File: src/pmm_pkg.sv
// Shared types, codes and helpers for the packed triangular matrix product core.
package pmm_pkg;

   localparam int unsigned IndexWidth = 12;
   localparam int unsigned CoordWidth = 6;
   localparam int unsigned ElemWidth  = 16;
   localparam int unsigned ProdWidth  = 32;
   localparam int unsigned SumWidth   = 38;
   localparam int unsigned SizeWidth  = 7;

   localparam logic [SizeWidth-1:0] SizeReset = 7'd64;

   localparam logic [0:0] OP_LOAD  = 1'b0;
   localparam logic [0:0] OP_QUERY = 1'b1;

   localparam logic [0:0] STATUS_OK    = 1'b0;
   localparam logic [0:0] STATUS_RANGE = 1'b1;

   typedef enum logic [1:0] {
      ST_IDLE,
      ST_RUN,
      ST_DRAIN
   } state_type;

   // One read issue toward the datapath, plus the out-of-range reply request.
   typedef struct packed {
      logic valid;
      logic first;
      logic last;
      logic err;
   } issue_type;

   // Start of row or column i in packed storage: i(i+1)/2.
   function automatic logic [IndexWidth-1:0] tri_base(input logic [CoordWidth-1:0] i);
      logic [IndexWidth:0] p;
      p = (IndexWidth+1)'(i) * (IndexWidth+1)'({1'b0, i} + 7'd1);
      return p[IndexWidth:1];
   endfunction

endpackage

File: src/pmm_mac.sv
// Multiply-accumulate datapath behind the RAM read ports, with the result register.
module pmm_mac (
   input  logic                                clock,
   input  logic                                reset,
   input  pmm_pkg::issue_type                  issue,
   input  logic [pmm_pkg::ElemWidth-1:0]       a_data,
   input  logic [pmm_pkg::ElemWidth-1:0]       b_data,
   output logic                                rsp_valid,
   output logic [pmm_pkg::SumWidth-1:0]        rsp_sum,
   output logic [0:0]                          rsp_status
);

   pmm_pkg::issue_type s1_ff, s1_in;
   pmm_pkg::issue_type s2_ff, s2_in;
   logic [pmm_pkg::ProdWidth-1:0] prod_ff, prod_in;
   logic [pmm_pkg::SumWidth-1:0]  acc_ff, acc_in;
   logic [pmm_pkg::SumWidth-1:0]  sum_next;
   logic                          valid_ff, valid_in;
   logic [pmm_pkg::SumWidth-1:0]  sum_ff, sum_in;
   logic [0:0]                    status_ff, status_in;

   always_ff @(posedge clock) begin
      if (reset) begin
         s1_ff    <= '0;
         s2_ff    <= '0;
         valid_ff <= 1'b0;
      end else begin
         s1_ff    <= s1_in;
         s2_ff    <= s2_in;
         valid_ff <= valid_in;
      end
      prod_ff   <= prod_in;
      acc_ff    <= acc_in;
      sum_ff    <= sum_in;
      status_ff <= status_in;
   end

   always_comb begin
      // Stage 1 lines up with the registered RAM data.
      s1_in     = issue;
      s1_in.err = 1'b0;
      s2_in     = s1_ff;
      prod_in   = s1_ff.valid ? (pmm_pkg::ProdWidth'(a_data) * pmm_pkg::ProdWidth'(b_data))
                              : prod_ff;
      sum_next  = (s2_ff.first ? '0 : acc_ff) + pmm_pkg::SumWidth'(prod_ff);
      acc_in    = s2_ff.valid ? sum_next : acc_ff;
      valid_in  = issue.err | (s2_ff.valid & s2_ff.last);
      sum_in    = sum_ff;
      status_in = status_ff;
      if (issue.err) begin
         sum_in    = '0;
         status_in = pmm_pkg::STATUS_RANGE;
      end else if (s2_ff.valid && s2_ff.last) begin
         sum_in    = sum_next;
         status_in = pmm_pkg::STATUS_OK;
      end
   end

   assign rsp_valid  = valid_ff;
   assign rsp_sum    = sum_ff;
   assign rsp_status = status_ff;

endmodule

File: config.mk
export PLATFORM = sky130hd
export DESIGN_NAME = pmm_mac
export DESIGN_NICKNAME = d
export VERILOG_FILES = /design/src/pmm_pkg.sv /design/src/pmm_mac.sv
export SDC_FILE = /design/constraint.sdc
export NUM_CORES = 1
export LEC_CHECK = 0
export BUFFER_PORTS_ARGS = -buffer_cell sky130_fd_sc_hd__buf_2
export CAP_MARGIN = 20
export CORE_UTILIZATION = 55
export CTS_CLUSTER_SIZE = 24
export DETAILED_ROUTE_END_ITERATION = 7
export GPL_TIMING_DRIVEN = 0
export HOLD_SLACK_MARGIN = 0.05
export PLACE_DENSITY = 0.73
export SLEW_MARGIN = 20
export SYNTH_ARGS = -nofsm -noshare
export SYNTH_HDL_FRONTEND = slang
export SYNTH_SLANG_ARGS = --single-unit
File: constraint.sdc
create_clock -name clock -period 10.8 [get_ports clock]
set_input_delay 0 -clock clock [delete_from_list [all_inputs] [get_ports clock]]
set_output_delay 0 -clock clock [all_outputs]
set_load 0.1 [all_outputs]
## After elaboration in Yosys (flattened, before gate mapping)

Index checks and enable logic that the tools add are counted.

| word-level totals | value |
|---|---|
| register bits after elaboration | 116 |
| input port bits | 38 |
| output and inout bits | 40 |
| word-level logic and storage cells | 17 |

| operators by class | value |
|---|---|
| add/subtract/negate cells | 1 |
| multipliers | 1 |
| muxes and demuxes | 1 |
| bitwise gates (word level) | 2 |
| reduce and logical (&&, ||, !) cells | 1 |

Operator list:

| cell | number |
|---|---|
| adder 38 x 32 -> 38 bit | 1 |
| two-way mux 38 bit | 1 |
| multiplier 16 x 16 -> 32 bit | 1 |
| AND 1 bit | 1 |
| logical AND 1 bit | 1 |
| bitwise OR 1 bit | 1 |

## Logic depth before layout (Yosys ltp)

Gate-level depths: netlist of the first run.

| logic depth | value |
|---|---|
| depth after elaboration | 2 |
| gate-level depth with buffers | 23 |

## Least setup slack after synthesis of the first run

Ideal clock, no wire load.

| path | value |
|---|---|
| path type | input to register |
| from | input port a_data[7] (netlist bit) |
| to | register prod_ff[31] (netlist bit) (data pin) |
| setup time | 264 ps |
| arrival time | 5,509 ps |
| required time | 10,536 ps |
| setup slack | 5,027 ps |
| cell stages on the path | 23 |
| path buffers | 2 |
| cell sequence | clkbuf_1 nand2_1 fa_1 inv_1 fa_1 inv_1 fa_1 inv_1 fa_1 fa_1 inv_1 fa_1 inv_1 ha_1 clkbuf_1 a21o_1 a31o_2 a32oi_1 o41a_1 o21ai_0 o41a_1 a221oi_1 xnor2_1 |

| on the way | value |
|---|---|
| cells in the longest elaborated chain, start to end | 1 |

Ends and longest elaborated chain:

| item | RTL line | source |
|---|---|---|
| from (decl) | pmm_mac.sv:6 | `input logic [pmm_pkg::ElemWidth-1:0] a_data,` |
| multiplier 16 x 16 -> 32 bit | pmm_mac.sv:43 | `prod_in = s1_ff.valid ? (pmm_pkg::ProdWidth'(a_data) * pmm_pkg::ProdWidth'(b_data))` |
| to (signal assigned) | pmm_mac.sv:32 | `prod_ff <= prod_in;` |
| to (decl) | pmm_mac.sv:15 | `logic [pmm_pkg::ProdWidth-1:0] prod_ff, prod_in;` |

Every way passes these cells.
A chain may end at the register's enable or synchronous reset.

## Worst setup path after layout of the first run

| path | value |
|---|---|
| from | input port a_data[7] (netlist bit) |
| to | register prod_ff[30] (netlist bit) (data pin) |

The elaborated chain is that of the path after synthesis.

==> run_results.csv, run 1 <==
group,metric,value,unit
final_layout,fillCellCount,2095,
outcome,outcome,"finished clean",
routing,drt_iter0_markers,676,
grt,overflow,0,
logic_synthesis,synth_area,14200,sq um
logic_synthesis,yosysTopAreaCell,"fa_1",
worst_setup_path,critPathBufInv,8,
placement,pre_cts_ws,4.06,ns
logic_synthesis,ys.warnings.count,0,
logic_synthesis,synth_nets,1861,
placement,dp.cells,1900,
logic_synthesis,ys_top_cells_by_area,"fa_1, edfxtp_1, ha_1, dfxtp_1, inv_1",
worst_setup_path,critPathMaxFanout,10,
placement,io_buffers,77,
worst_setup_path,worstSetupPathType,"in -> reg",
routing,via_per_inst,5.49,
clock_network,cts.repair.resized,0,
routing,avgRoutedWirePerCell,17.3,um
floorplanning,coreArea,25200,sq um
worst_setup_path,start_kind,"input pin",
worst_setup_path,crit_family,"adder cells",
grt,antenna_found_initial,0,
clock_network,cts_buffers,17,
worst_setup_path,crit_chain,"buf_2 -> clkbuf_1 -> nand2_1 -> fa_1 -> inv_1 -> fa_1 -> inv_1 -> fa_1 -> inv_1 -> fa_1 -> fa_1 -> inv_1 -> fa_1 -> inv_1 -> ha_1 -> clkbuf_1 -> nand3_1 -> nor4b_1 -> o211ai_1 -> a31o_2 -> o21ai_0 -> a21oi_1 -> xnor2_1",
timing,fin_ws,4.30,ns
timing,tightest_slew,1.02,ns
logic_synthesis,synth_top_area_share,0.276,
logic_synthesis,synth-edff-count,70,
worst_setup_path,crit_required,10.97,ns
final_layout,area_growth,10.9,%
pwr,ir_worst_vdd,0.270,mV
worst_setup_path,reg2reg_to,"acc_ff[32]",
job,max_cap_violations,0,
logic_synthesis,synth_seq_cells,116,
timing,skew,0.0114,ns
timing,finalCritPeriodShare,0.602,
logic_synthesis,synth.distinct_cells,63,
clock_network,cts_setup_buffers,0,
worst_setup_path,r2r-start,"s2_ff[2]",
clock_network,clk_pin_slew,0.06,ns
floorplanning,rows,58,
worst_hold_path,min_path_cells,3,
grt,grt_pass1_vias,10900,
worst_setup_path,cp_data_arrival_time,6.66,ns
timing,fin_crit,6.50,ns
routing,ant_nets,0,
routing,drt-pass1-iter-count,5,
worst_setup_path,cp_slowest_cell,"nor4b_1",
routing,vias,10600,
worst_setup_path,reg2regPathDepth,14,
timing,slew_viol_final,0,
routing,wl,33600,um
routing,route.detailed.drc,0,
logic_synthesis,netlist_top_cells_count,"inv_1, fa_1, nand2_1",
pwr,p_leak,7.41,nW
timing,rsz0062_at_grt,"false",
timing,final_hold_viol_count,0,
final_layout,final_nets,1966,
floorplanning,design.die.area,26400,sq um
logic_synthesis,avgSynthCellArea,9.49,sq um
placement,place_area,15000,sq um
logic_synthesis,synth.most_common_cell,"inv_1",
pwr,power.density,341,nW/um^2
worst_hold_path,hold_start,"b_data[1]",
clock_network,cts_sinks,116,
clock_network,h-tree-depth,4,
logic_synthesis,syn_inst,1492,
final_layout,antennaDiodeCount,0,
clock_network,cts_tree,"done",
logic_synthesis,ys_seq_area_frac,0.213,
worst_setup_path,slowest_delay,0.88,ns
worst_setup_path,worstSetupEndpointType,"register",
floorplanning,initial_core_util,0.562,
grt,grt_usage,0.270,
final_layout,final_area,15700,sq um
grt,grt_pass1_wl,55700,um
worst_setup_path,r2r_slack,6.40,ns
clock_network,cts_root_buffer,"clkbuf_16",
logic_synthesis,synthFlopType,"edfxtp_1",
floorplanning,io_pins,78,
floorplanning,die_w,162,um
placement,place.gp.congestion,0.930,
timing,slew_headroom,0.314,
worst_hold_path,min_to,"prod_ff[1]",
final_layout,layoutNonFillerInstCount,1940,
logic_synthesis,async_reset_ff_frac,0,
worst_hold_path,hold_path.class,"in -> reg",
grt,grt_max_degree,34,
clock_network,clk_path_buf_depth,2,
timing,max_freq,154,MHz
placement,hpwl,27500,um
worst_setup_path,path_common_cell,"fa_1",
clock_network,clk_latency,0.41,ns
floorplanning,die_h,162,um
timing,setup_viol,0,
final_layout,drive_gt1_frac,0.0776,
timing,setup-tns-final,0,ns
where the power goes:
| part | internal [W] | total [W] | switching (W) |
|---|---|---|---|
| sequential | 0.000766 | 0.000797 | 0.0000314 |
| combinational | 0.00164 | 0.00396 | 0.00232 |
| clock | 0.000390 | 0.000595 | 0.000205 |
flip-flops by register name, summed over array words and instances, names as in the netlist:
| register | cells |
|---|---|
| acc_ff | 38 |
| prod_ff | 32 |
| rsp_status | 1 |
| rsp_sum | 38 |
| rsp_valid | 1 |
| s1_ff | 3 |
| s2_ff | 3 |
repair_timing:
item                                    in CTS  in global routing
endpoints found under the setup margin       0                  0
endpoints found under the hold margin       10                  0
hold buffers                                 8                  0
tightest hold or removal path, delay by kind of cell:
kind | cells | cell delay, ns
AND/OR/NAND/NOR | 1 | 0.15
adder cells (fa/ha/maj) | 1 | 0.14
buffers and inverters | 1 | 0.15
through the flow:
stage          hold WS [ns]  total power (W)   util
3_5_place_dp          0.218          0.00471  0.595
5_1_grt               0.150          0.00594  0.624
6_report              0.142          0.00535  0.624
2_1_floorplan        0.0716          0.00390      -
3_3_place_gp          0.221          0.00461  0.594
4_1_cts               0.120          0.00534  0.624
how the worst max path moves through the flow:
stage	end	slack, ns	start	cells past startpoint
after floorplan	prod_ff[31]	5.03	a_data[7]	23
after global placement	prod_ff[30]	4.12	a_data[14]	21
after detailed placement	prod_ff[30]	4.06	a_data[14]	21
after CTS	prod_ff[30]	4.51	a_data[7]	23
after global routing	prod_ff[30]	4.07	a_data[14]	21
final	prod_ff[30]	4.30	a_data[7]	23
final cells by class:
class | count | area, sq um | share of cell area
buffer | 59 | 223 | 0.0142
clock buffer | 27 | 609 | 0.0388
clock inverter | 5 | 38.8 | 0.00247
inverter | 239 | 897 | 0.0571
multi-input combinational | 1078 | 10000 | 0.638
sequential | 116 | 3030 | 0.193
tap | 330 | 413 | 0.0263
timing repair buffer | 86 | 485 | 0.0309
logic make-up (layout without fill, tap and decap cells):
kind of cell    count (synthesis)  count (layout)  synth area share
compound gates                230             230             0.113
flops                         116             116             0.213
fa+ha+maj                     331             331             0.396
buf+inv                       298             416            0.0791
xor+xnor                       58              58            0.0364
simple gates                  459             459             0.162
per-layer routing:
metal  vias up  global-route usage  wire length, um
li1       5085                   -                -
met1      5166               0.370            15300
met2       347               0.444            15600
met3        46              0.0430             1990
met4         0              0.0755              736
met5         -                   0                0
layout by cell type (no fill, tap or decap), types with 5 or more instances in the layout:
master / n
ha_1: 136
nand2_1: 182
a21o_1: 25
a211oi_1: 9
a22o_1: 28
clkbuf_1: 58
fa_1: 195
nor2b_1: 39
and2_1: 124
a31o_2: 5
a31oi_1: 7
o31ai_1: 5
dlygate4sd3_1: 8
xnor2_1: 42
edfxtp_1: 70
o21ai_0: 36
nor3_1: 10
xor2_1: 15
inv_1: 239
nand3_1: 18
clkbuf_16: 22
and3_1: 5
dfxtp_1: 44
a21oi_1: 54
o211ai_1: 5
nor2_1: 46
o21a_1: 9
or3_1: 5
o21bai_1: 7
nand4_1: 9
buf_2: 78
(Power assumes the default switching activity.)
==> inputs of run 2 (changes only) <==
PLACE_DENSITY = 0.76   (was 0.73)
clock period = 5.9 ns   (was 10.8 ns; I/O delays follow)
==> run_results.csv, run 2 (synthesized netlist as in run 1, its figures left out) <==
group,metric,value,unit
outcome,outcome,"finished clean",
floorplanning,design.die.area,26400,sq um
clock_network,clk_latency,0.41,ns
final_layout,area_growth,11.3,%
floorplanning,rows,58,
clock_network,cts_buffers,17,
routing,avgRoutedWirePerCell,17.2,um
worst_setup_path,r2r-start,"s2_ff[2]",
routing,route.detailed.drc,0,
final_layout,final_nets,1955,
worst_setup_path,crit_family,"adder cells",
timing,finalCritPeriodShare,0.988,
timing,tightest_slew,0.924,ns
timing,fin_crit,5.83,ns
final_layout,layoutNonFillerInstCount,1929,
worst_hold_path,hold_start,"b_data[1]",
clock_network,cts_tree,"done",
clock_network,cts_sinks,116,
grt,overflow,0,
routing,wl,33200,um
worst_setup_path,start_kind,"input pin",
routing,drt-pass1-iter-count,5,
worst_hold_path,hold_path.class,"in -> reg",
final_layout,drive_gt1_frac,0.0944,
timing,slew_headroom,0.380,
worst_setup_path,critPathMaxFanout,10,
timing,setup-tns-final,0,ns
floorplanning,die_h,162,um
worst_setup_path,worstSetupPathType,"in -> reg",
worst_setup_path,r2r_slack,1.43,ns
worst_setup_path,crit_chain,"buf_2 -> buf_8 -> nand2_1 -> fa_1 -> fa_1 -> fa_1 -> inv_1 -> fa_1 -> fa_1 -> inv_1 -> fa_1 -> inv_1 -> ha_1 -> a21o_1 -> a31o_2 -> a32oi_1 -> o41a_1 -> o21ai_1 -> o41a_1 -> a221oi_2 -> xnor2_1",
clock_network,clk_pin_slew,0.06,ns
worst_setup_path,path_common_cell,"fa_1",
worst_setup_path,critPathBufInv,5,
placement,dp.cells,1900,
routing,drt_iter0_markers,696,
placement,io_buffers,77,
timing,finalHoldWorstSlack,0.243,ns
clock_network,cts_root_buffer,"clkbuf_16",
grt,grt_usage,0.262,
pwr,p_leak,7.45,nW
timing,final_hold_viol_count,0,
grt,grt_max_degree,34,
floorplanning,initial_core_util,0.562,
routing,via_per_inst,5.56,
grt,antenna_found_initial,0,
floorplanning,die_w,162,um
timing,max_freq,172,MHz
worst_setup_path,worstSetupEndpointType,"register",
job,max_cap_violations,0,
timing,slew_viol_final,0,
final_layout,layout_commonest_cell,"inv_1",
routing,vias,10700,
clock_network,clk_path_buf_depth,2,
placement,hpwl,27700,um
grt,grt_pass1_vias,11100,
final_layout,final_cell_mix,"inv_1, fa_1, nand2_1",
floorplanning,io_pins,78,
clock_network,h-tree-depth,4,
pwr,ir_worst_vdd,0.411,mV
grt,grt_pass1_wl,54200,um
pwr,power.density,633,nW/um^2
worst_setup_path,slowest_delay,0.56,ns
worst_setup_path,cp_slowest_cell,"fa_1",
placement,place.gp.congestion,0.940,
worst_setup_path,crit_path_start,"a_data[11]",
floorplanning,coreArea,25200,sq um
timing,skew,0.0112,ns
worst_setup_path,crit_required,6.06,ns
worst_setup_path,cp_data_arrival_time,5.99,ns
pwr,finalPower,0.00997,W
routing,ant_nets,0,
final_layout,antennaDiodeCount,0,
timing,setup_viol,0,
[run 2: per-stage QoR]
step | worst slack [ns] | instance area [sq um] | util
after global placement | -0.728 | 15000 | 0.594
after global routing | -0.0781 | 15800 | 0.626
after detailed placement | -0.844 | 15000 | 0.595
after floorplan | 0.127 | 14200 | -
after CTS | 0.00185 | 15700 | 0.623
final | 0.0721 | 15800 | 0.626
[run 2: power breakdown]
group	total, W	switching [W]	leakage (nW)	internal, W
sequential	0.00147	0.0000634	1.03	0.00140
combinational	0.00747	0.00433	6.14	0.00313
clock	0.00104	0.000365	0.283	0.000671
[run 2: final cells by class]
| cell class | count | area [sq um] |
|---|---|---|
| buffer | 45 | 244 |
| clock inverter | 14 | 160 |
| fill | 2060 | 9420 |
| sequential | 116 | 3030 |
| tap | 330 | 413 |
| multi-input combinational | 1078 | 10100 |
| clock buffer | 18 | 439 |
| timing repair buffer | 89 | 518 |
| inverter | 239 | 897 |
[run 2: what timing repair did]
item	CTS	global route
hold buffers	9	0
endpoints found under the hold margin	10	0
setup endpoints to repair	8	6
gates cloned	0	0
buffers inserted	0	2
pin swaps	0	2
gates resized for setup	20	44
[run 2: final timing paths]
kind | cells after the start | to
setup / recovery | 21 | prod_ff[31]
hold / removal | 3 | prod_ff[1]
setup reg to reg | 14 | acc_ff[32]
hold reg to reg | 2 | rsp_sum[33]
[run 2: per-layer routing]
| layer | vias to the layer above | track usage | part of all wire |
|---|---|---|---|
| met5 | - | 0 | 0 |
| met1 | 5211 | 0.344 | 0.44 |
| met3 | 51 | 0.0425 | 0.067 |
| li1 | 5064 | - | - |
| met2 | 407 | 0.440 | 0.47 |
| met4 | 0 | 0.0866 | 0.023 |
[run 2: worst min-delay path, cell delays in order]
cell and delay, ns:
clkbuf_4 0.23, and2_1 0.16, ha_1 0.15
==> inputs of run 3 (changes only) <==
SETUP_SLACK_MARGIN = 0.2   (was unset)
SKIP_CTS_REPAIR_TIMING = 1   (was unset)
==> run_results.csv, run 3 (synthesized netlist as in run 1, its figures left out) <==
group,metric,value,unit
outcome,outcome,"finished clean",
timing,rsz0062_at_grt,"false",
worst_setup_path,critPathMaxFanout,7,
timing,setup_viol,0,
job,max_cap_violations,0,
floorplanning,design.die.area,26400,sq um
grt,grt_pass1_wl,53300,um
final_layout,area_growth,15.2,%
placement,hpwl,27000,um
clock_network,cts_sinks,116,
grt,overflow,0,
placement,dp.cells,1900,
routing,drt_iter0_markers,783,
routing,drt-pass1-iter-count,5,
final_layout,layout_commonest_cell,"inv_1",
routing,avgRoutedWirePerCell,17.1,um
timing,slew_headroom,0.373,
grt,grt_usage,0.260,
final_layout,final_nets,1988,
timing,tightest_slew,0.935,ns
clock_network,cts_buffers,17,
pwr,p_leak,7.73,nW
placement,place.gp.congestion,0.937,
clock_network,clk_path_buf_depth,2,
placement,io_buffers,77,
worst_setup_path,crit_required,6.06,ns
timing,skew,0.00814,ns
grt,antenna_found_initial,0,
final_layout,drive_gt1_frac,0.123,
routing,vias,10800,
grt,grt_pass1_vias,10700,
floorplanning,die_h,162,um
floorplanning,initial_core_util,0.562,
clock_network,cts_root_buffer,"clkbuf_16",
timing,max_freq,180,MHz
routing,via_per_inst,5.50,
routing,route.detailed.drc,0,
timing,finalCritPeriodShare,0.940,
timing,fin_crit,5.55,ns
pwr,ir_worst_vdd,0.436,mV
timing,final_hold_viol_count,0,
final_layout,final_cell_mix,"inv_1, fa_1, nand2_1",
routing,ant_nets,0,
worst_hold_path,hold_path.class,"in -> reg",
clock_network,clk_latency,0.41,ns
clock_network,cts_tree,"done",
timing,setup-tns-final,0,ns
grt,grt_max_degree,34,
worst_setup_path,cp_data_arrival_time,5.70,ns
timing,fin_ws,0.355,ns
floorplanning,die_w,162,um
clock_network,clk_pin_slew,0.05,ns
floorplanning,io_pins,78,
pwr,power.density,631,nW/um^2
final_layout,antennaDiodeCount,0,
timing,slew_viol_final,0,
floorplanning,rows,58,
worst_setup_path,start_kind,"input pin",
worst_setup_path,worstSetupEndpointType,"register",
floorplanning,coreArea,25200,sq um
routing,wl,33600,um
clock_network,h-tree-depth,4,
worst_setup_path,worstSetupPathType,"in -> reg",
final_layout,layoutNonFillerInstCount,1962,
placement,pre_cts_ws,-0.792,ns
## run 3: cell types whose count changed in the layout (fill, tap and decap cells not counted), sizes merged
cell         delta
dlygate4sd3     -1
clkinvlp        -4
clkbuf          +8
buf            +36
bufinv          -3
clkinv          -3
## run 3: metrics by stage
stage	area (sq um)	power, W	utilization	hold WS [ns]
final	16300	0.0103	0.648	0.157
after global routing	16300	0.0113	0.648	0.172
after CTS	15600	0.00967	0.620	-0.205
after detailed placement	15000	0.00855	0.595	0.217
after global placement	15000	0.00842	0.594	0.213
after floorplan	14200	0.00714	-	0.0716
## run 3: report_power, final
group / total (W) / internal, W / switching (W)
Combinational: 0.00776 / 0.00334 / 0.00442
Clock: 0.00106 / 0.000707 / 0.000358
Sequential: 0.00147 / 0.00140 / 0.0000635
Total: 0.0103 / 0.00545 / 0.00484
## run 3: routing by layer
layer,vias to the layer above,wire [um],GRT usage
li1,5129,-,-
met1,5250,14900,0.350
met2,369,15900,0.436
met3,52,2120,0.0410
met4,0,658,0.0712
met5,-,0,0
## run 3: cell type report
class,count,area [sq um]
Clock inverter,4,21.3
Timing Repair Buffer,108,719
Fill cell,2010,8870
Sequential cell,116,3030
Multi-Input combinational cell,1078,10100
Clock buffer,28,613
Inverter,239,897
Tap cell,330,413
Buffer,59,488
## run 3: critical path: stages
cell	delay, ns
buf_2	0.20
nand2_1	0.11
fa_1	0.51
inv_1	0.05
fa_1	0.51
inv_1	0.06
fa_1	0.53
inv_1	0.06
fa_1	0.48
fa_1	0.49
inv_1	0.05
fa_1	0.47
inv_1	0.04
ha_1	0.28
buf_6	0.13
a21o_1	0.16
a31o_2	0.23
a32oi_1	0.20
o41a_1	0.25
o21ai_2	0.08
o41a_1	0.43
a221oi_2	0.28
xnor2_1	0.11
## run 3: worst paths after layout
kind / from / to / slack, ns / cells after the start
setup / recovery: b_data[8] / prod_ff[31] / 0.35 / 23
hold / removal: b_data[1] / prod_ff[1] / 0.16 / 3
setup reg to reg: s2_ff[2] / acc_ff[32] / 1.35 / 14
hold reg to reg: rsp_sum[33] / rsp_sum[33] / 0.44 / 2
