`config.mk`:
```
export PLATFORM = sky130hd
export DESIGN_NAME = pmm_ctrl
export DESIGN_NICKNAME = d
export VERILOG_FILES = /design/src/pmm_pkg.sv /design/src/pmm_ctrl.sv
export SDC_FILE = /design/constraint.sdc
export NUM_CORES = 1
export LEC_CHECK = 0
export ABC_AREA = 1
export BUFFER_PORTS_ARGS = -buffer_cell sky130_fd_sc_hd__buf_2
export CORE_MARGIN = 1.5
export CORE_UTILIZATION = 40
export DETAILED_ROUTE_END_ITERATION = 8
export PLACE_DENSITY = 0.59
export SLEW_MARGIN = 20
export SYNTH_ARGS = -nofsm -noshare
export SYNTH_HDL_FRONTEND = slang
export SYNTH_SLANG_ARGS = --single-unit
```
`constraint.sdc`:
```
create_clock -name clock -period 12 [get_ports clock]
set_clock_uncertainty 0.2 [all_clocks]
set_input_delay 0.6 -clock clock [delete_from_list [all_inputs] [get_ports clock]]
set_output_delay 0.6 -clock clock [all_outputs]
set_load 0.05 [all_outputs]
```
`src/pmm_pkg.sv`:
```
// Shared types, codes and helpers for the packed triangular matrix product core.
package pmm_pkg;

   localparam int unsigned IndexWidth = 12;
   localparam int unsigned CoordWidth = 6;
   localparam int unsigned ElemWidth  = 16;
   localparam int unsigned ProdWidth  = 32;
   localparam int unsigned SumWidth   = 38;
   localparam int unsigned SizeWidth  = 7;

   localparam logic [SizeWidth-1:0] SizeReset = 7'd64;

   localparam logic [0:0] OP_LOAD  = 1'b0;
   localparam logic [0:0] OP_QUERY = 1'b1;

   localparam logic [0:0] STATUS_OK    = 1'b0;
   localparam logic [0:0] STATUS_RANGE = 1'b1;

   typedef enum logic [1:0] {
      ST_IDLE,
      ST_RUN,
      ST_DRAIN
   } state_type;

   // One read issue toward the datapath, plus the out-of-range reply request.
   typedef struct packed {
      logic valid;
      logic first;
      logic last;
      logic err;
   } issue_type;

   // Start of row or column i in packed storage: i(i+1)/2.
   function automatic logic [IndexWidth-1:0] tri_base(input logic [CoordWidth-1:0] i);
      logic [IndexWidth:0] p;
      p = (IndexWidth+1)'(i) * (IndexWidth+1)'({1'b0, i} + 7'd1);
      return p[IndexWidth:1];
   endfunction

endpackage

```
`src/pmm_ctrl.sv`:
```
// Sequencer: accepts beats, writes loads, walks the packed addresses of a query.
module pmm_ctrl #(
   parameter int MAX_N  = 64,
   parameter int DEPTH  = MAX_N * (MAX_N + 1) / 2,
   parameter int ADDR_W = $clog2(DEPTH)
) (
   input  logic                                   clock,
   input  logic                                   reset,
   input  logic                                   start,
   output logic                                   busy,
   input  logic [0:0]                             operation,
   input  logic [pmm_pkg::IndexWidth-1:0]         packed_index,
   input  logic [pmm_pkg::CoordWidth-1:0]         row,
   input  logic [pmm_pkg::CoordWidth-1:0]         col,
   input  logic [pmm_pkg::SizeWidth-1:0]          eff_size,
   input  logic                                   rsp_done,
   output logic                                   wr_en,
   output logic [ADDR_W-1:0]                      wr_addr,
   output logic                                   rd_en,
   output logic [ADDR_W-1:0]                      rd_addr_a,
   output logic [ADDR_W-1:0]                      rd_addr_b,
   output pmm_pkg::issue_type                     issue
);

   pmm_pkg::state_type state_ff, state_in;
   logic [ADDR_W-1:0] addr_a_ff, addr_a_in;
   logic [ADDR_W-1:0] addr_b_ff, addr_b_in;
   logic [pmm_pkg::CoordWidth-1:0] cnt_ff, cnt_in;
   logic first_ff, first_in;
   logic err_ff, err_in;
   logic out_of_range;
   logic in_store;

   assign out_of_range = ({1'b0, row} >= eff_size) || ({1'b0, col} >= eff_size);
   assign in_store     = 32'(packed_index) < 32'(DEPTH);

   always_ff @(posedge clock) begin
      if (reset) begin
         state_ff <= pmm_pkg::ST_IDLE;
         err_ff   <= 1'b0;
      end else begin
         state_ff <= state_in;
         err_ff   <= err_in;
      end
      addr_a_ff <= addr_a_in;
      addr_b_ff <= addr_b_in;
      cnt_ff    <= cnt_in;
      first_ff  <= first_in;
   end

   always_comb begin
      state_in  = state_ff;
      addr_a_in = addr_a_ff;
      addr_b_in = addr_b_ff;
      cnt_in    = cnt_ff;
      first_in  = first_ff;
      err_in    = 1'b0;
      wr_en     = 1'b0;
      issue     = '0;
      busy      = (state_ff != pmm_pkg::ST_IDLE);
      case (state_ff)
         pmm_pkg::ST_IDLE: begin
            if (start) begin
               if (operation == pmm_pkg::OP_LOAD) begin
                  wr_en = in_store;
               end else if (out_of_range) begin
                  err_in   = 1'b1;
                  state_in = pmm_pkg::ST_DRAIN;
               end else begin
                  addr_a_in = ADDR_W'(pmm_pkg::tri_base(row));
                  addr_b_in = ADDR_W'(pmm_pkg::tri_base(col));
                  cnt_in    = (row < col) ? row : col;
                  first_in  = 1'b1;
                  state_in  = pmm_pkg::ST_RUN;
               end
            end
         end
         pmm_pkg::ST_RUN: begin
            issue.valid = 1'b1;
            issue.first = first_ff;
            issue.last  = (cnt_ff == '0);
            first_in    = 1'b0;
            addr_a_in   = addr_a_ff + ADDR_W'(1);
            addr_b_in   = addr_b_ff + ADDR_W'(1);
            cnt_in      = cnt_ff - 6'd1;
            if (cnt_ff == '0) begin
               state_in = pmm_pkg::ST_DRAIN;
            end
         end
         pmm_pkg::ST_DRAIN: begin
            if (rsp_done) begin
               state_in = pmm_pkg::ST_IDLE;
            end
         end
         default: begin
            state_in = pmm_pkg::ST_IDLE;
         end
      endcase
      issue.err = err_ff;
   end

   assign wr_addr   = ADDR_W'(packed_index);
   assign rd_en     = (state_ff == pmm_pkg::ST_RUN);
   assign rd_addr_a = addr_a_ff;
   assign rd_addr_b = addr_b_ff;

endmodule

```
# [Word-level counts from Yosys, hierarchy flattened]
# Index checks and enable logic that the tools add are counted.
[word_totals] ff_bits=34 in_bits=36 out_inout_bits=43
[classes] n_addsub=5 n_mul=2 n_lt_le_gt_ge=4 n_eq_ne=7 n_mux=28 n_bitwise=3 n_reduce_logical=8
[op_table] operator="12-bit 2-to-1 mux" count=6
[op_table] operator="12-bit one-hot mux with 2 select lines" count=2
[op_table] operator="6-bit by 7-bit multiplier with 13-bit output" count=2
[op_table] operator="12-bit by 1-bit adder with 12-bit output, second input constant" count=2
[op_table] operator="6-bit 2-to-1 mux" count=4
[op_table] operator="6-bit by 1-bit adder with 7-bit output, second input constant" count=2
[op_table] operator="6-bit by 7-bit greater-or-equal comparator with 1-bit output" count=2
[op_table] operator="12-bit less-than comparator, second input constant" count=1
[op_table] operator="6-bit one-hot mux with 2 select lines" count=1
[op_table] operator="2-bit 2-to-1 mux" count=5
[op_table] operator="2-bit inequality test, second input constant" count=4
[op_table] operator="4-bit AND reduction" count=2
[op_table] operator="1-bit 2-to-1 mux" count=7
[op_table] operator="6-bit logical NOT" count=1
[op_table] operator="6-bit less-than comparator" count=1
[op_table] operator="2-bit one-hot mux with 3 select lines" count=1
[op_table] operator="6-bit by 1-bit subtractor with 6-bit output, second input constant" count=1
[op_table] operator="2-bit nonzero test" count=2
[op_table] operator="4-bit OR reduction" count=1
[op_table] operator="3-bit 2-to-1 mux" count=1
[op_table] operator="1-bit inverter" count=3
[op_table] operator="2-bit by 1-bit == test with 1-bit output, second input constant" count=1
[op_table] operator="2-bit == test, second input constant" count=1
[op_table] operator="2-bit logical NOT" count=1
[op_table] operator="3 further kinds" count=3

# [Longest topological paths before layout]
# Gate-level depths: netlist (run 1).
[logic_depth] ltp_word=6 ltp_mapped=21 ltp_nobuf=21

# [Worst setup path before layout (run 1)]
# OpenSTA, ideal clock, no wires.
[synth_path] kind="in2reg" startpoint="input port col[0] (netlist name)" endpoint="register addr_b_ff[7] (netlist: rd_addr_b[7]) (data pin)" setup_time_ps=253 arrival_time_ps=3851 path_slack_ps=7696 cell_stages=17 n_path_buf=1 path_cell_list="buf_4 -> inv_1 -> ha_1 -> inv_1 -> nand2_1 -> fa_1 -> fa_1 -> fa_1 -> inv_1 -> ha_1 -> nand2_1 -> nand3_1 -> nand2_1 -> nand2_1 -> or2_0 -> nand3_1 -> nand2_1"
[synth_via] elab_chain_cells=6
[synth_lines] item="start, declared" line="pmm_ctrl.sv:14" text="input logic [pmm_pkg::CoordWidth-1:0] col,"
[synth_lines] item="6-bit by 1-bit adder with 7-bit output" line="pmm_pkg.sv:36" text="p = (IndexWidth+1)'(i) * (IndexWidth+1)'({1'b0, i} + 7'd1);"
[synth_lines] item="6-bit by 7-bit multiplier with 13-bit output (*)" line="pmm_pkg.sv:36"
[synth_lines] item="12-bit 2-to-1 mux (*)" line="pmm_ctrl.sv:66" text="end else if (out_of_range) begin"
[synth_lines] item="12-bit 2-to-1 mux (*)" line="pmm_ctrl.sv:64" text="if (operation == pmm_pkg::OP_LOAD) begin"
[synth_lines] item="12-bit 2-to-1 mux (*)" line="pmm_ctrl.sv:63" text="if (start) begin"
[synth_lines] item="12-bit one-hot mux with 2 select lines (*)" line="pmm_ctrl.sv:61" text="case (state_ff)"
[synth_lines] item="net addr_b_in[7]" line="pmm_ctrl.sv:27" text="logic [ADDR_W-1:0] addr_b_ff, addr_b_in;"
[synth_lines] item="end signal, assigned" line="pmm_ctrl.sv:46" text="addr_b_ff <= addr_b_in;"
[synth_lines] item="end, declared" line="pmm_ctrl.sv:27"
# Mark *: on every way through the listed nets, which the timed path passes. The rest lies on a longest branch. The select of a mux whose other input is x is not followed.
# A chain may end at the register's enable or synchronous reset.

# [Worst setup path in the final report (run 1)]
[layout_path] startpoint="input port col[0] (netlist name)" endpoint="register addr_b_ff[10] (netlist: rd_addr_b[10]) (data pin)"
# The elaborated chain is that of the path after synthesis.

==> results of run 1 <==
[flip-flops by register name, summed over array words and instances (netlist names)]
| register | flops |
|---|---|
| cnt_ff | 6 |
| err_ff | 1 |
| first_ff | 1 |
| rd_addr_a | 12 |
| rd_addr_b | 12 |
| state_ff | 2 |
[critical path, cell delays in order]
cell and delay [ns]:
sky130_fd_sc_hd__buf_2 0.21, sky130_fd_sc_hd__inv_1 0.20, sky130_fd_sc_hd__ha_1 0.40, sky130_fd_sc_hd__inv_1 0.14, sky130_fd_sc_hd__nand2_1 0.09, sky130_fd_sc_hd__fa_1 0.50, sky130_fd_sc_hd__fa_1 0.52, sky130_fd_sc_hd__fa_1 0.55
sky130_fd_sc_hd__inv_1 0.04, sky130_fd_sc_hd__ha_1 0.35, sky130_fd_sc_hd__nand2_1 0.07, sky130_fd_sc_hd__o21ai_1 0.25, sky130_fd_sc_hd__nand2_1 0.12, sky130_fd_sc_hd__nand2_1 0.08, sky130_fd_sc_hd__nand2_1 0.05, sky130_fd_sc_hd__nand3_1 0.09
sky130_fd_sc_hd__nand2_1 0.06
[per-layer routing]
layer | up-vias | wire length, um | global-route usage, %
met1 | 2094 | 5966 | 25.65
li1 | 2381 | - | -
met3 | 6 | 611 | 1.533
met2 | 98 | 5091 | 27.29
met5 | - | 0 | 0
met4 | 0 | 119 | 4.518
[final cells by class]
cell class                      count  area, sq um
Timing Repair Buffer               70        355.3
Inverter                          153        579.3
Clock buffer                        7        142.6
Fill cell                        1338         7258
Sequential cell                    34        991.0
Tap cell                          176        220.2
Clock inverter                      1        5.005
Multi-Input combinational cell    516         3638
[final timing paths]
kind	start	to	slack, ns	depth (start not counted)
max	col[0]	rd_addr_b[10]$_DFFE_PP_	7.52	17
min	state_ff[0]$_SDFFE_PP0P_	state_ff[0]$_SDFFE_PP0P_	0.37	4
max reg2reg	state_ff[1]$_SDFFE_PP0P_	rd_addr_a[11]$_DFFE_PP_	9.87	5
min reg2reg	state_ff[0]$_SDFFE_PP0P_	state_ff[0]$_SDFFE_PP0P_	0.37	4
[power by group through the flow]
stage / logic, mW / clock network [mW] / registers, mW
2_1_floorplan: 0.489 / 0 / 0.421
3_3_place_gp: 0.772 / 0 / 0.278
3_5_place_dp: 0.786 / 0 / 0.279
4_1_cts: 0.791 / 0.131 / 0.277
5_1_grt: 0.879 / 0.136 / 0.287
6_report: 0.786 / 0.128 / 0.277
[stage by stage]
| stage | power [mW] | cell area, sq um | utilization (%) |
|---|---|---|---|
| floorplan | 0.9100 | 5373 | - |
| global placement | 1.050 | 5784 | 43.85 |
| detailed placement | 1.065 | 5784 | 43.85 |
| CTS | 1.199 | 5932 | 44.97 |
| global route | 1.302 | 5932 | 44.97 |
| finish | 1.191 | 5932 | 44.97 |
[layout by cell type, fill, tap and decap left out, drive strengths merged]
| master | n |
|---|---|
| o31ai | 1 |
| buf | 70 |
| fa | 40 |
| a31o | 2 |
| o22ai | 4 |
| clkbuf | 7 |
| nor4 | 2 |
| xnor2 | 8 |
| dfxtp | 3 |
| a21oi | 19 |
| o21ai | 22 |
| a21boi | 1 |
| nand4 | 8 |
| inv | 152 |
| a31oi | 3 |
| xor2 | 7 |
| nand3 | 46 |
| nor3 | 8 |
| clkinv | 2 |
| o21a | 3 |
| nand2 | 167 |
| mux2i | 1 |
| and3 | 2 |
| nand3b | 7 |
| ha | 76 |
| edfxtp | 31 |
| nor2 | 83 |
| or2 | 6 |
[kinds of logic after synthesis]
logic type / share of synthesized area (%)
AND/OR/NAND/NOR: 26.36
buffers and inverters: 13.88
adder cells (fa/ha/maj): 32.60
AO/OA/AOI/OAI: 6.078
flip-flops: 18.44
XOR/XNOR: 2.445
multiplexers: 0.1863
==> metrics.txt, run 1 <==
# TYPE chip_impl_metric gauge
chip_impl_metric{name="drt_drc_violations_left",unit=""} 0
chip_impl_metric{name="route.detailed.vias_per_inst",unit=""} 4.785
chip_impl_metric{name="static_leakage",unit="nW"} 3.184
chip_impl_info{name="critical_path_class",value="in2reg"} 1
chip_impl_info{name="synth.cells.most_frequent",value="sky130_fd_sc_hd__nand2_1 (166), sky130_fd_sc_hd__inv_1 (139), sky130_fd_sc_hd__nor2_1 (79), sky130_fd_sc_hd__ha_1 (76), sky130_fd_sc_hd__nand3_1 (46)"} 1
chip_impl_metric{name="pre_cts_slack",unit="ns"} 7.228
chip_impl_metric{name="synth_enable_flop_cells",unit=""} 31
chip_impl_metric{name="synthesized_netlist_cell_count",unit=""} 724
chip_impl_metric{name="detail-route-antenna-nets",unit=""} 0
chip_impl_metric{name="cellInternalPower",unit="uW"} 546.4
chip_impl_metric{name="final_critical_path_setup_slack",unit="ns"} 7.518
chip_impl_metric{name="cap_viol_max_count",unit=""} 0
chip_impl_metric{name="synthToLayoutAreaGrowth",unit="%"} 10.41
chip_impl_metric{name="min_period_over_period",unit="%"} 37.35
chip_impl_metric{name="synth_top_area_share",unit="%"} 17.70
chip_impl_metric{name="detailroute.via_count",unit=""} 4579
chip_impl_info{name="most_common_cell_in_the_synthesized_netlist",value="sky130_fd_sc_hd__nand2_1"} 1
chip_impl_metric{name="grt_max_degree",unit=""} 37
chip_impl_metric{name="first_pass_iters",unit=""} 5
chip_impl_metric{name="number_of_resized_instances_in_the_post_cts_repair_step",unit=""} 0
chip_impl_metric{name="post_route_cells_drive_above_1_share",unit="%"} 13.83
chip_impl_metric{name="worstPathArrival",unit="ns"} 4.31
chip_impl_metric{name="dp.cells",unit=""} 949
chip_impl_metric{name="global_route.overflow_total",unit=""} 0
chip_impl_metric{name="core_region_area",unit="sq mm"} 0.01319
chip_impl_metric{name="fin_nets",unit=""} 932
chip_impl_metric{name="timing_hold_violations_final",unit=""} 0
chip_impl_metric{name="power.switching",unit="uW"} 644.4
chip_impl_metric{name="synth_warnings",unit=""} 0
chip_impl_info{name="outcome",value="finished, final reports clean"} 1
chip_impl_metric{name="final_cells",unit=""} 957
chip_impl_metric{name="synth.yosys.seq_area_share",unit="%"} 18.44
chip_impl_metric{name="upper_clock_frequency_limit",unit="MHz"} 223.1
chip_impl_metric{name="htree_num_levels",unit=""} 2
chip_impl_metric{name="synth_cell_types",unit=""} 39
chip_impl_metric{name="maxSlewViolCount",unit=""} 0
chip_impl_metric{name="numClockSinks",unit=""} 34
chip_impl_metric{name="route.detailed.wl_per_inst",unit="um"} 12.32
chip_impl_metric{name="die_h",unit="um"} 118.9
chip_impl_metric{name="postSynthAreaPerCell",unit="sq um"} 7.421
chip_impl_metric{name="quantity_of_hold_fixing_buffers_added_after_cts",unit=""} 0
chip_impl_metric{name="setup_viol",unit=""} 0
chip_impl_metric{name="cts_buffer_depth",unit=""} 2
chip_impl_metric{name="first_pass_grt_wire_length",unit="um"} 20200
chip_impl_metric{name="postCtsSetupRepairBufs",unit=""} 0
chip_impl_metric{name="dr.first_iter.drc_count",unit=""} 279
chip_impl_metric{name="gpl.final_weighted_congestion",unit=""} 0.8501
chip_impl_info{name="synth_largest_area_cell",value="sky130_fd_sc_hd__ha_1"} 1
chip_impl_metric{name="n_diodes",unit=""} 0
chip_impl_metric{name="clk_transition_reported_paths",unit="ns"} 0.05
chip_impl_metric{name="setup_total_negative_slack",unit="ns"} 0
chip_impl_metric{name="grt_util_all_layers",unit="%"} 17.34
chip_impl_metric{name="async_flop_share",unit="%"} 0
chip_impl_metric{name="max-slew-margin-rel",unit="%"} 63.90
chip_impl_info{name="hold_path_class",value="reg2reg"} 1
chip_impl_info{name="cts.root.buffer_cell",value="sky130_fd_sc_hd__clkbuf_16"} 1
chip_impl_metric{name="post_synth_instance_area",unit="sq mm"} 0.005373
chip_impl_info{name="setup.worst_path.end_class",value="flop"} 1
chip_impl_metric{name="floorplan.die.width",unit="um"} 118.9
chip_impl_info{name="cts_tree",value="done"} 1
chip_impl_metric{name="switching_share",unit="%"} 54.12
chip_impl_metric{name="worstPathRequired",unit="ns"} 11.83
chip_impl_metric{name="combPwrFrac",unit="%"} 66.0
chip_impl_metric{name="worstPathMaxFanout",unit=""} 10
chip_impl_info{name="dominant_cells_by_area_after_synthesis",value="sky130_fd_sc_hd__ha_1 (18%), sky130_fd_sc_hd__edfxtp_1 (17%), sky130_fd_sc_hd__fa_1 (15%), sky130_fd_sc_hd__nand2_1 (12%), sky130_fd_sc_hd__inv_1 (9.7%)"} 1
chip_impl_metric{name="cts_inserted_buffers",unit=""} 5
chip_impl_metric{name="irDropWorstVdd",unit="V"} 0.00008368
chip_impl_info{name="element_type_at_the_critical_path_start",value="input port"} 1
chip_impl_metric{name="dp_hpwl",unit="um"} 9821
chip_impl_metric{name="count_of_input_and_output_buffers",unit=""} 68
chip_impl_metric{name="power_frac_seq",unit="%"} 23.3
chip_impl_info{name="synth-main-ff-cell",value="sky130_fd_sc_hd__edfxtp_1"} 1
chip_impl_info{name="grt_setup_unrepaired",value="no"} 1
chip_impl_metric{name="powerDensity",unit="mW/mm^2"} 200.7
chip_impl_metric{name="timing.final.crit_period",unit="ns"} 4.482
chip_impl_metric{name="fin_worst_hold_slack",unit="ns"} 0.3692
chip_impl_metric{name="die_area",unit="sq mm"} 0.01414
chip_impl_metric{name="clock_latency",unit="ns"} 0.28
chip_impl_metric{name="register_bit_count_reported_by_yosys",unit=""} 34
chip_impl_metric{name="num_ports",unit=""} 79
chip_impl_metric{name="antenna_found_initial",unit=""} 0
chip_impl_metric{name="floorplan.initialDensity",unit="%"} 40.73
chip_impl_metric{name="grt_pass1_vias",unit=""} 4406
chip_impl_metric{name="clock_power_share",unit="%"} 10.7
chip_impl_metric{name="drt-total-wl",unit="um"} 11790
chip_impl_metric{name="transition_time_at_the_pin_with_the_least_slew_margin",unit="ns"} 0.5409
chip_impl_metric{name="synthesis.nets",unit=""} 876
chip_impl_metric{name="floorplan.rows",unit=""} 42
No activity file was read; power rests on OpenSTA's default activity.
==> run 2: changes to the inputs <==
- ABC_AREA: 1 -> 0
- PLACE_DENSITY: 0.59 -> 0.6
- clock period: 12 -> 4.13 ns (I/O delays scaled with it)
==> run 2 against run 1 <==
  * Combinational power increased by 110%
  * Clock power increased to 2.8 times the previous value
  * Synthesized area decreased by 5.5%
  * Highest routed layer unchanged
  * Hold slack got worse by 0.31 ns
  * Synthesized cell count decreased by 21%
  * Critical path depth decreased by 1
==> metrics.txt, run 2 <==
# TYPE chip_impl_metric gauge
chip_impl_metric{name="numClockSinks",unit=""} 34
chip_impl_metric{name="power_frac_seq",unit="%"} 22.3
chip_impl_metric{name="floorplan.die.width",unit="um"} 115.7
chip_impl_metric{name="path_depth",unit=""} 16
chip_impl_metric{name="irDropWorstVdd",unit="V"} 0.0001717
chip_impl_info{name="most_common_cell_in_the_synthesized_netlist",value="sky130_fd_sc_hd__inv_1"} 1
chip_impl_metric{name="post_route_cells_drive_above_1_share",unit="%"} 28.61
chip_impl_info{name="worst_path_top_cell_family_by_delay",value="adder cells"} 1
chip_impl_metric{name="synth_top_area_share",unit="%"} 18.72
chip_impl_metric{name="synth_xor_xnor_area_share",unit="%"} 5.519
chip_impl_metric{name="count_of_input_and_output_buffers",unit=""} 68
chip_impl_metric{name="setup_viol",unit=""} 0
chip_impl_metric{name="transition_time_at_the_pin_with_the_least_slew_margin",unit="ns"} 0.6020
chip_impl_info{name="slowest_stage",value="sky130_fd_sc_hd__fa_1"} 1
chip_impl_info{name="critPathLaunch",value="row[0]"} 1
chip_impl_metric{name="min_period_over_period",unit="%"} 96.37
chip_impl_metric{name="upper_clock_frequency_limit",unit="MHz"} 251.3
chip_impl_metric{name="clock_power_share",unit="%"} 13.9
chip_impl_metric{name="worstPathMaxFanout",unit=""} 10
chip_impl_metric{name="async_flop_share",unit="%"} 0
chip_impl_metric{name="dp_hpwl",unit="um"} 9638
chip_impl_info{name="setup.worst_path.end_class",value="flop"} 1
chip_impl_info{name="worst_r2r_endpoint",value="rd_addr_b[11]$_DFFE_PP_"} 1
chip_impl_metric{name="fin_nets",unit=""} 843
chip_impl_metric{name="worstPathArrival",unit="ns"} 3.90
chip_impl_metric{name="grt_util_all_layers",unit="%"} 18.14
chip_impl_metric{name="multi_input_comb_area",unit="sq mm"} 0.003924
chip_impl_info{name="critical_path.most_common_cell",value="sky130_fd_sc_hd__fa_1"} 1
chip_impl_metric{name="gpl.final_weighted_congestion",unit=""} 0.8427
chip_impl_metric{name="worstPathRequired",unit="ns"} 4.05
chip_impl_metric{name="synth_warnings",unit=""} 0
chip_impl_metric{name="detail-route-antenna-nets",unit=""} 0
chip_impl_metric{name="postSynthAreaPerCell",unit="sq um"} 8.863
chip_impl_metric{name="synthAdderAreaFrac",unit="%"} 34.49
chip_impl_metric{name="clk_transition_reported_paths",unit="ns"} 0.05
chip_impl_info{name="critical_path_class",value="in2reg"} 1
chip_impl_metric{name="drt-total-wl",unit="um"} 11990
chip_impl_metric{name="grt_max_degree",unit=""} 32
chip_impl_metric{name="layout.area.seq",unit="sq um"} 991.0
chip_impl_metric{name="first_pass_iters",unit=""} 4
chip_impl_info{name="layout.cells.most_common",value="sky130_fd_sc_hd__inv_1"} 1
chip_impl_metric{name="antenna_found_initial",unit=""} 0
chip_impl_metric{name="grt_pass1_vias",unit=""} 4242
chip_impl_metric{name="drt_drc_violations_left",unit=""} 0
chip_impl_metric{name="fillCellCount",unit=""} 1159
chip_impl_metric{name="dr.first_iter.drc_count",unit=""} 242
chip_impl_info{name="grt_busiest_layer",value="met2"} 1
chip_impl_metric{name="timing_hold_violations_final",unit=""} 0
chip_impl_info{name="final_cell_mix",value="sky130_fd_sc_hd__inv_1 (91), sky130_fd_sc_hd__buf_4 (65), sky130_fd_sc_hd__buf_2 (63)"} 1
chip_impl_metric{name="synthToLayoutAreaGrowth",unit="%"} 27.99
chip_impl_metric{name="max_stage_delay",unit="ns"} 0.56
chip_impl_metric{name="grtUsageMet2",unit="%"} 28.92
chip_impl_metric{name="ff2ff_path_depth",unit=""} 6
chip_impl_metric{name="num_ports",unit=""} 79
chip_impl_info{name="hold_path_class",value="in2reg"} 1
chip_impl_metric{name="floorplan.rows",unit=""} 40
chip_impl_metric{name="synth.mux.area_fraction",unit="%"} 2.168
chip_impl_metric{name="floorplan.initialDensity",unit="%"} 41.59
chip_impl_metric{name="static_leakage",unit="nW"} 3.031
chip_impl_metric{name="synthesized_netlist_cell_count",unit=""} 573
chip_impl_info{name="dominant_cells_by_area_after_synthesis",value="sky130_fd_sc_hd__ha_1 (19%), sky130_fd_sc_hd__edfxtp_1 (18%), sky130_fd_sc_hd__fa_1 (16%), sky130_fd_sc_hd__inv_1 (7.2%), sky130_fd_sc_hd__nor2_1 (3.9%)"} 1
chip_impl_metric{name="cts_buffer_depth",unit=""} 2
chip_impl_metric{name="route.detailed.wl_per_inst",unit="um"} 13.94
chip_impl_metric{name="gr_util_met3",unit="%"} 2.301
chip_impl_info{name="outcome",value="finished, final reports clean"} 1
chip_impl_info{name="cts_tree",value="done"} 1
chip_impl_metric{name="synth_compound_area_share",unit="%"} 11.26
chip_impl_metric{name="critPathBufInv",unit=""} 4
chip_impl_metric{name="setup.reg_to_reg.worst_slack",unit="ns"} 1.84
chip_impl_metric{name="htree_num_levels",unit=""} 2
chip_impl_metric{name="cellInternalPower",unit="mW"} 1.428
chip_impl_metric{name="register_bit_count_reported_by_yosys",unit=""} 34
chip_impl_metric{name="switching_share",unit="%"} 44.46
chip_impl_metric{name="die_h",unit="um"} 115.7
chip_impl_info{name="critical_path.reg2reg.startpoint",value="state_ff[1]$_SDFFE_PP0P_"} 1
chip_impl_info{name="synth_top_family_by_area",value="adder cells"} 1
chip_impl_metric{name="cap_viol_max_count",unit=""} 0
chip_impl_metric{name="n_diodes",unit=""} 0
chip_impl_metric{name="synth_enable_flop_cells",unit=""} 31
chip_impl_info{name="synth.cells.most_frequent",value="sky130_fd_sc_hd__inv_1 (98), sky130_fd_sc_hd__ha_1 (76), sky130_fd_sc_hd__nor2_1 (53), sky130_fd_sc_hd__fa_1 (40), sky130_fd_sc_hd__nand2_1 (33)"} 1
chip_impl_metric{name="core_region_area",unit="sq mm"} 0.01221
chip_impl_info{name="synth-main-ff-cell",value="sky130_fd_sc_hd__edfxtp_1"} 1
chip_impl_metric{name="max-slew-margin-rel",unit="%"} 59.82
chip_impl_info{name="synth_largest_area_cell",value="sky130_fd_sc_hd__ha_1"} 1
chip_impl_metric{name="fin_worst_hold_slack",unit="ns"} 0.06333
chip_impl_metric{name="synthSimpleGateAreaFrac",unit="%"} 17.05
chip_impl_metric{name="grt_use_met1",unit="%"} 26.14
chip_impl_info{name="cts.root.buffer_cell",value="sky130_fd_sc_hd__clkbuf_16"} 1
chip_impl_metric{name="cts_inserted_buffers",unit=""} 5
chip_impl_metric{name="timing.final.crit_period",unit="ns"} 3.980
chip_impl_metric{name="first_pass_grt_wire_length",unit="um"} 19460
chip_impl_metric{name="powerDensity",unit="mW/mm^2"} 395.4
chip_impl_metric{name="die_area",unit="sq mm"} 0.01338
chip_impl_info{name="element_type_at_the_critical_path_start",value="input port"} 1
chip_impl_metric{name="synth_cell_types",unit=""} 53
chip_impl_info{name="worstSetupEndpoint",value="rd_addr_a[8]$_DFFE_PP_"} 1
chip_impl_metric{name="global_route.overflow_total",unit=""} 0
chip_impl_metric{name="detailroute.via_count",unit=""} 4318
chip_impl_metric{name="maxSlewViolCount",unit=""} 0
chip_impl_metric{name="synthesis.nets",unit=""} 725
chip_impl_metric{name="synth.yosys.seq_area_share",unit="%"} 19.51
chip_impl_metric{name="combPwrFrac",unit="%"} 63.8
chip_impl_metric{name="setup_total_negative_slack",unit="ns"} 0
chip_impl_metric{name="clock_latency",unit="ns"} 0.28
chip_impl_info{name="crit_chain",value="buf_4 -> buf_6 -> nand4_1 -> ha_4 -> nor2_2 -> fa_1 -> inv_2 -> fa_1 -> fa_1 -> inv_2 -> ha_4 -> nor2b_2 -> o31a_1 -> o21a_1 -> o21a_1 -> o31ai_1"} 1
chip_impl_metric{name="route.detailed.vias_per_inst",unit=""} 5.021
chip_impl_metric{name="post_synth_instance_area",unit="sq mm"} 0.005079
chip_impl_metric{name="power.switching",unit="mW"} 1.143
run 2: cell count changes after synthesis, sizes merged, moves of 10 or more:
cell / change
nand2: -134
inv: -54
nand3: -35
nor2: -30
nor2b: +20
xor2: +11
mux2i: +10
nand2b: +10
run 2: repair_timing:
item	CTS	global route
setup buffers	0	4
pin swaps	0	29
hold buffers	1	0
gates resized for setup	1	66
setup endpoints to repair	2	10
hold endpoints to repair	2	0
run 2: final cells by class:
class	count	area share [%]
inverter	98	5.659
tap	168	3.234
timing repair buffer	134	13.38
sequential	34	15.25
clock buffer	6	1.983
multi-input combinational	418	60.37
clock inverter	2	0.1347
run 2: metrics by stage:
step           util (%)  std cells  setup slack (ns)  power (mW)  area, sq um
4_1_cts           50.69        856          0.006614       2.484         6190
5_1_grt           53.23        860          -0.02236       2.800         6500
3_3_place_gp      49.44        847           -0.2677       2.072         6037
3_5_place_dp      49.44        847           -0.3207       2.107         6037
2_1_floorplan         -        573           0.01685       1.660         5161
6_report          53.23        860            0.1501       2.570         6500
run 2: cells by family after synthesis:
| family | after synthesis |
|---|---|
| XOR/XNOR | 32 |
| multiplexers | 11 |
| adder cells (fa/ha/maj) | 116 |
| AND/OR/NAND/NOR | 172 |
| buffers and inverters | 121 |
| AO/OA/AOI/OAI | 87 |
| flip-flops | 34 |
run 2: worst min-delay path by stage:
stage                startpoint                       end  slack, ns  cells past startpoint
CTS                    rsp_done  state_ff[1]$_SDFFE_PP0P_       0.07                      4
detailed placement        reset  state_ff[1]$_SDFFE_PP0P_       0.21                      2
global route        eff_size[6]  state_ff[1]$_SDFFE_PP0P_       0.09                      3
global placement          reset  state_ff[1]$_SDFFE_PP0P_       0.21                      2
finish                 rsp_done  state_ff[1]$_SDFFE_PP0P_       0.06                      4
floorplan                 reset  state_ff[1]$_SDFFE_PP0P_       0.08                      1
run 2: routing by layer:
metal | wire [um] | up-vias
li1 | - | 2156
met1 | 6156 | 2053
met2 | 5221 | 96
met3 | 484 | 13
met4 | 130 | 0
met5 | 0 | -
run 2: power groups by stage:
stage / Combinational, mW / Sequential [mW] / Clock, mW
floorplan: 0.909 / 0.750 / 0
global placement: 1.50 / 0.575 / 0
detailed placement: 1.53 / 0.578 / 0
CTS: 1.55 / 0.573 / 0.364
global route: 1.84 / 0.584 / 0.377
finish: 1.64 / 0.574 / 0.356
run 2: worst reg2reg max path, cell delays in order, from the launching register on:
cell	delay (ns)
sky130_fd_sc_hd__dfxtp_1	0.37
sky130_fd_sc_hd__nand2b_1	0.18
sky130_fd_sc_hd__inv_1	0.45
sky130_fd_sc_hd__buf_4	0.39
sky130_fd_sc_hd__nor3b_1	0.11
sky130_fd_sc_hd__a211o_1	0.30
sky130_fd_sc_hd__nor3_1	0.12
==> run 3: changes to the inputs <==
- PLACE_DENSITY: 0.6 -> unset
- PLACE_DENSITY_LB_ADDON: unset -> 0.12
==> run 3 against run 2 <==
  * Die area unchanged
  * Critical endpoint is now rd_addr_b[8]$_DFFE_PP_
  * Largest cell class unchanged
  * Sequential power about the same
  * Critical path depth unchanged
  * Non-clock buffer count down 2
  * Clock power about the same
==> metrics.txt, run 3 (same netlist as run 2, synthesis figures left out) <==
# TYPE chip_impl_metric gauge
chip_impl_info{name="slowest_stage",value="sky130_fd_sc_hd__fa_1"} 1
chip_impl_metric{name="post_route_cells_drive_above_1_share",unit="%"} 27.68
chip_impl_metric{name="setup_viol",unit=""} 0
chip_impl_info{name="hold_path_class",value="in2reg"} 1
chip_impl_metric{name="drt-total-wl",unit="um"} 12060
chip_impl_info{name="final_cell_mix",value="sky130_fd_sc_hd__inv_1 (92), sky130_fd_sc_hd__buf_2 (64), sky130_fd_sc_hd__buf_4 (63)"} 1
chip_impl_info{name="setup.worst_path.end_class",value="flop"} 1
chip_impl_metric{name="detail-route-antenna-nets",unit=""} 0
chip_impl_metric{name="cap_viol_max_count",unit=""} 0
chip_impl_metric{name="drt_drc_violations_left",unit=""} 0
chip_impl_metric{name="critPathBufInv",unit=""} 3
chip_impl_metric{name="maxSlewViolCount",unit=""} 0
chip_impl_metric{name="detailroute.via_count",unit=""} 4230
chip_impl_metric{name="dp.cells",unit=""} 849
chip_impl_metric{name="htree_num_levels",unit=""} 2
chip_impl_metric{name="grt_max_degree",unit=""} 32
chip_impl_info{name="critical_path_class",value="in2reg"} 1
chip_impl_metric{name="max_stage_delay",unit="ns"} 0.53
chip_impl_metric{name="fillCellCount",unit=""} 1157
chip_impl_metric{name="dr.first_iter.drc_count",unit=""} 225
chip_impl_metric{name="timing_hold_violations_final",unit=""} 0
chip_impl_metric{name="first_pass_iters",unit=""} 4
chip_impl_metric{name="static_leakage",unit="nW"} 3.025
chip_impl_metric{name="min_period_over_period",unit="%"} 96.69
chip_impl_metric{name="die_h",unit="um"} 115.7
chip_impl_metric{name="worstPathRequired",unit="ns"} 4.05
chip_impl_metric{name="floorplan.die.width",unit="um"} 115.7
chip_impl_info{name="cts.root.buffer_cell",value="sky130_fd_sc_hd__clkbuf_16"} 1
chip_impl_metric{name="synthToLayoutAreaGrowth",unit="%"} 27.49
chip_impl_metric{name="irDropWorstVdd",unit="V"} 0.0001845
chip_impl_metric{name="fin_total_pwr",unit="mW"} 2.562
chip_impl_metric{name="cts_inserted_buffers",unit=""} 5
chip_impl_metric{name="num_ports",unit=""} 79
chip_impl_info{name="cts_tree",value="done"} 1
chip_impl_metric{name="count_of_input_and_output_buffers",unit=""} 68
chip_impl_metric{name="clk_transition_reported_paths",unit="ns"} 0.05
chip_impl_metric{name="final_cells",unit=""} 858
chip_impl_metric{name="first_pass_grt_wire_length",unit="um"} 19860
chip_impl_metric{name="worstPathArrival",unit="ns"} 3.91
chip_impl_metric{name="antenna_found_initial",unit=""} 0
chip_impl_metric{name="gpl.final_weighted_congestion",unit=""} 0.8530
chip_impl_info{name="whs_endpoint",value="state_ff[1]$_SDFFE_PP0P_"} 1
chip_impl_metric{name="layout.area.seq",unit="sq um"} 991.0
chip_impl_metric{name="fin_worst_hold_slack",unit="ns"} 0.08161
chip_impl_metric{name="min_path_cells",unit=""} 4
chip_impl_info{name="element_type_at_the_critical_path_start",value="input port"} 1
chip_impl_info{name="critPathLaunch",value="col[2]"} 1
chip_impl_metric{name="die_area",unit="sq mm"} 0.01338
chip_impl_metric{name="upper_clock_frequency_limit",unit="MHz"} 250.4
chip_impl_metric{name="multi_input_comb_area",unit="sq mm"} 0.003928
chip_impl_metric{name="floorplan.rows",unit=""} 40
chip_impl_metric{name="transition_time_at_the_pin_with_the_least_slew_margin",unit="ns"} 0.4806
chip_impl_info{name="crit_chain",value="clkbuf_4 -> ha_4 -> nand4_1 -> ha_4 -> nor2_2 -> fa_1 -> fa_1 -> inv_1 -> fa_1 -> inv_1 -> ha_1 -> o21a_1 -> o31a_1 -> o21a_1 -> o21a_1 -> o31ai_2"} 1
chip_impl_info{name="critical_path.reg2reg.startpoint",value="state_ff[1]$_SDFFE_PP0P_"} 1
chip_impl_info{name="layout.cells.most_common",value="sky130_fd_sc_hd__inv_1"} 1
chip_impl_metric{name="cts_buffer_depth",unit=""} 2
chip_impl_info{name="worst_r2r_endpoint",value="rd_addr_b[11]$_DFFE_PP_"} 1
chip_impl_metric{name="powerDensity",unit="mW/mm^2"} 395.7
chip_impl_info{name="worst_path_top_cell_family_by_delay",value="adder cells"} 1
chip_impl_metric{name="n_diodes",unit=""} 0
chip_impl_info{name="outcome",value="finished, final reports clean"} 1
chip_impl_metric{name="grt_pass1_vias",unit=""} 4135
chip_impl_metric{name="setup_total_negative_slack",unit="ns"} 0
chip_impl_metric{name="timing.final.crit_period",unit="ns"} 3.993
chip_impl_metric{name="max-slew-margin-rel",unit="%"} 67.62
chip_impl_info{name="timing.hold.worst.start",value="rsp_done"} 1
chip_impl_metric{name="numClockSinks",unit=""} 34
chip_impl_metric{name="route.detailed.wl_per_inst",unit="um"} 14.06
chip_impl_metric{name="route.detailed.vias_per_inst",unit=""} 4.930
chip_impl_metric{name="ff2ff_path_depth",unit=""} 6
chip_impl_metric{name="grt_util_all_layers",unit="%"} 18.75
chip_impl_metric{name="fin_nets",unit=""} 841
chip_impl_metric{name="dp_hpwl",unit="um"} 9723
chip_impl_metric{name="worstPathMaxFanout",unit=""} 5
chip_impl_metric{name="setup.reg_to_reg.worst_slack",unit="ns"} 1.99
chip_impl_metric{name="floorplan.initialDensity",unit="%"} 41.59
chip_impl_metric{name="clock_latency",unit="ns"} 0.28
chip_impl_metric{name="core_region_area",unit="sq mm"} 0.01221
chip_impl_metric{name="global_route.overflow_total",unit=""} 0
==> run 3: cell count changes in the layout (fill, tap and decap cells not counted), sizes merged <==
cell	previous run	this run
buf	133	129
clkbuf	6	8
==> run 3: per-layer routing <==
layer  vias to the layer above  global-route usage, %  share of wire (%)
met2                       100                  28.36                 42
met4                         0                  4.959                1.4
met1                      1962                  28.59                 52
li1                       2155                      -                  -
met3                        13                  1.883                4.3
met5                         -                      0                  0
==> run 3: repair_timing <==
item                                    4_1_cts  5_1_grt
hold buffers                                  1        0
hold endpoints to repair                      2        0
endpoints found under the setup margin        2       10
gates resized for setup                       4       54
pin swaps                                     2       29
setup buffers                                 0        0
gates cloned                                  0        0
==> run 3: cell type report <==
| cell class | instances | area share, % |
|---|---|---|
| Timing Repair Buffer | 132 | 12.99 |
| Inverter | 98 | 5.681 |
| Tap cell | 168 | 3.246 |
| Clock inverter | 2 | 0.1353 |
| Clock buffer | 6 | 1.990 |
| Sequential cell | 34 | 15.30 |
| Multi-Input combinational cell | 418 | 60.66 |
==> run 3: report_power, final <==
part | internal, mW | leakage, nW | switching [mW] | total (mW)
Combinational | 0.705 | 2.64 | 0.927 | 1.63
Clock | 0.220 | 0.0683 | 0.137 | 0.357
Sequential | 0.495 | 0.316 | 0.0785 | 0.573
Total | 1.42 | 3.03 | 1.14 | 2.56
==> run 3: worst max path at each step <==
stage / endpoint / slack [ns] / cells past startpoint
2_1_floorplan: rd_addr_a[9]$_DFFE_PP_ / 0.02 / 16
3_3_place_gp: rd_addr_a[10]$_DFFE_PP_ / -0.24 / 16
3_5_place_dp: rd_addr_a[10]$_DFFE_PP_ / -0.35 / 16
4_1_cts: rd_addr_a[10]$_DFFE_PP_ / 0.02 / 16
5_1_grt: rd_addr_b[9]$_DFFE_PP_ / -0.02 / 16
6_report: rd_addr_b[8]$_DFFE_PP_ / 0.14 / 16
==> run 3: stage by stage <==
stage / setup WS (ns) / instance area (sq um) / utilization, %
after floorplan: 0.01685 / 5161 / -
after global placement: -0.2425 / 6052 / 49.56
after detailed placement: -0.3460 / 6052 / 49.56
after CTS: 0.01577 / 6215 / 50.89
after global routing: -0.02145 / 6475 / 53.02
final: 0.1369 / 6475 / 53.02
==> run 3: worst reg2reg max path, delay by kind of cell (launching register included) <==
kind	cells	cell delay (ns)
AND/OR/NAND/NOR	3	0.41
flip-flops	1	0.36
buffers and inverters	2	0.71
AO/OA/AOI/OAI	1	0.30
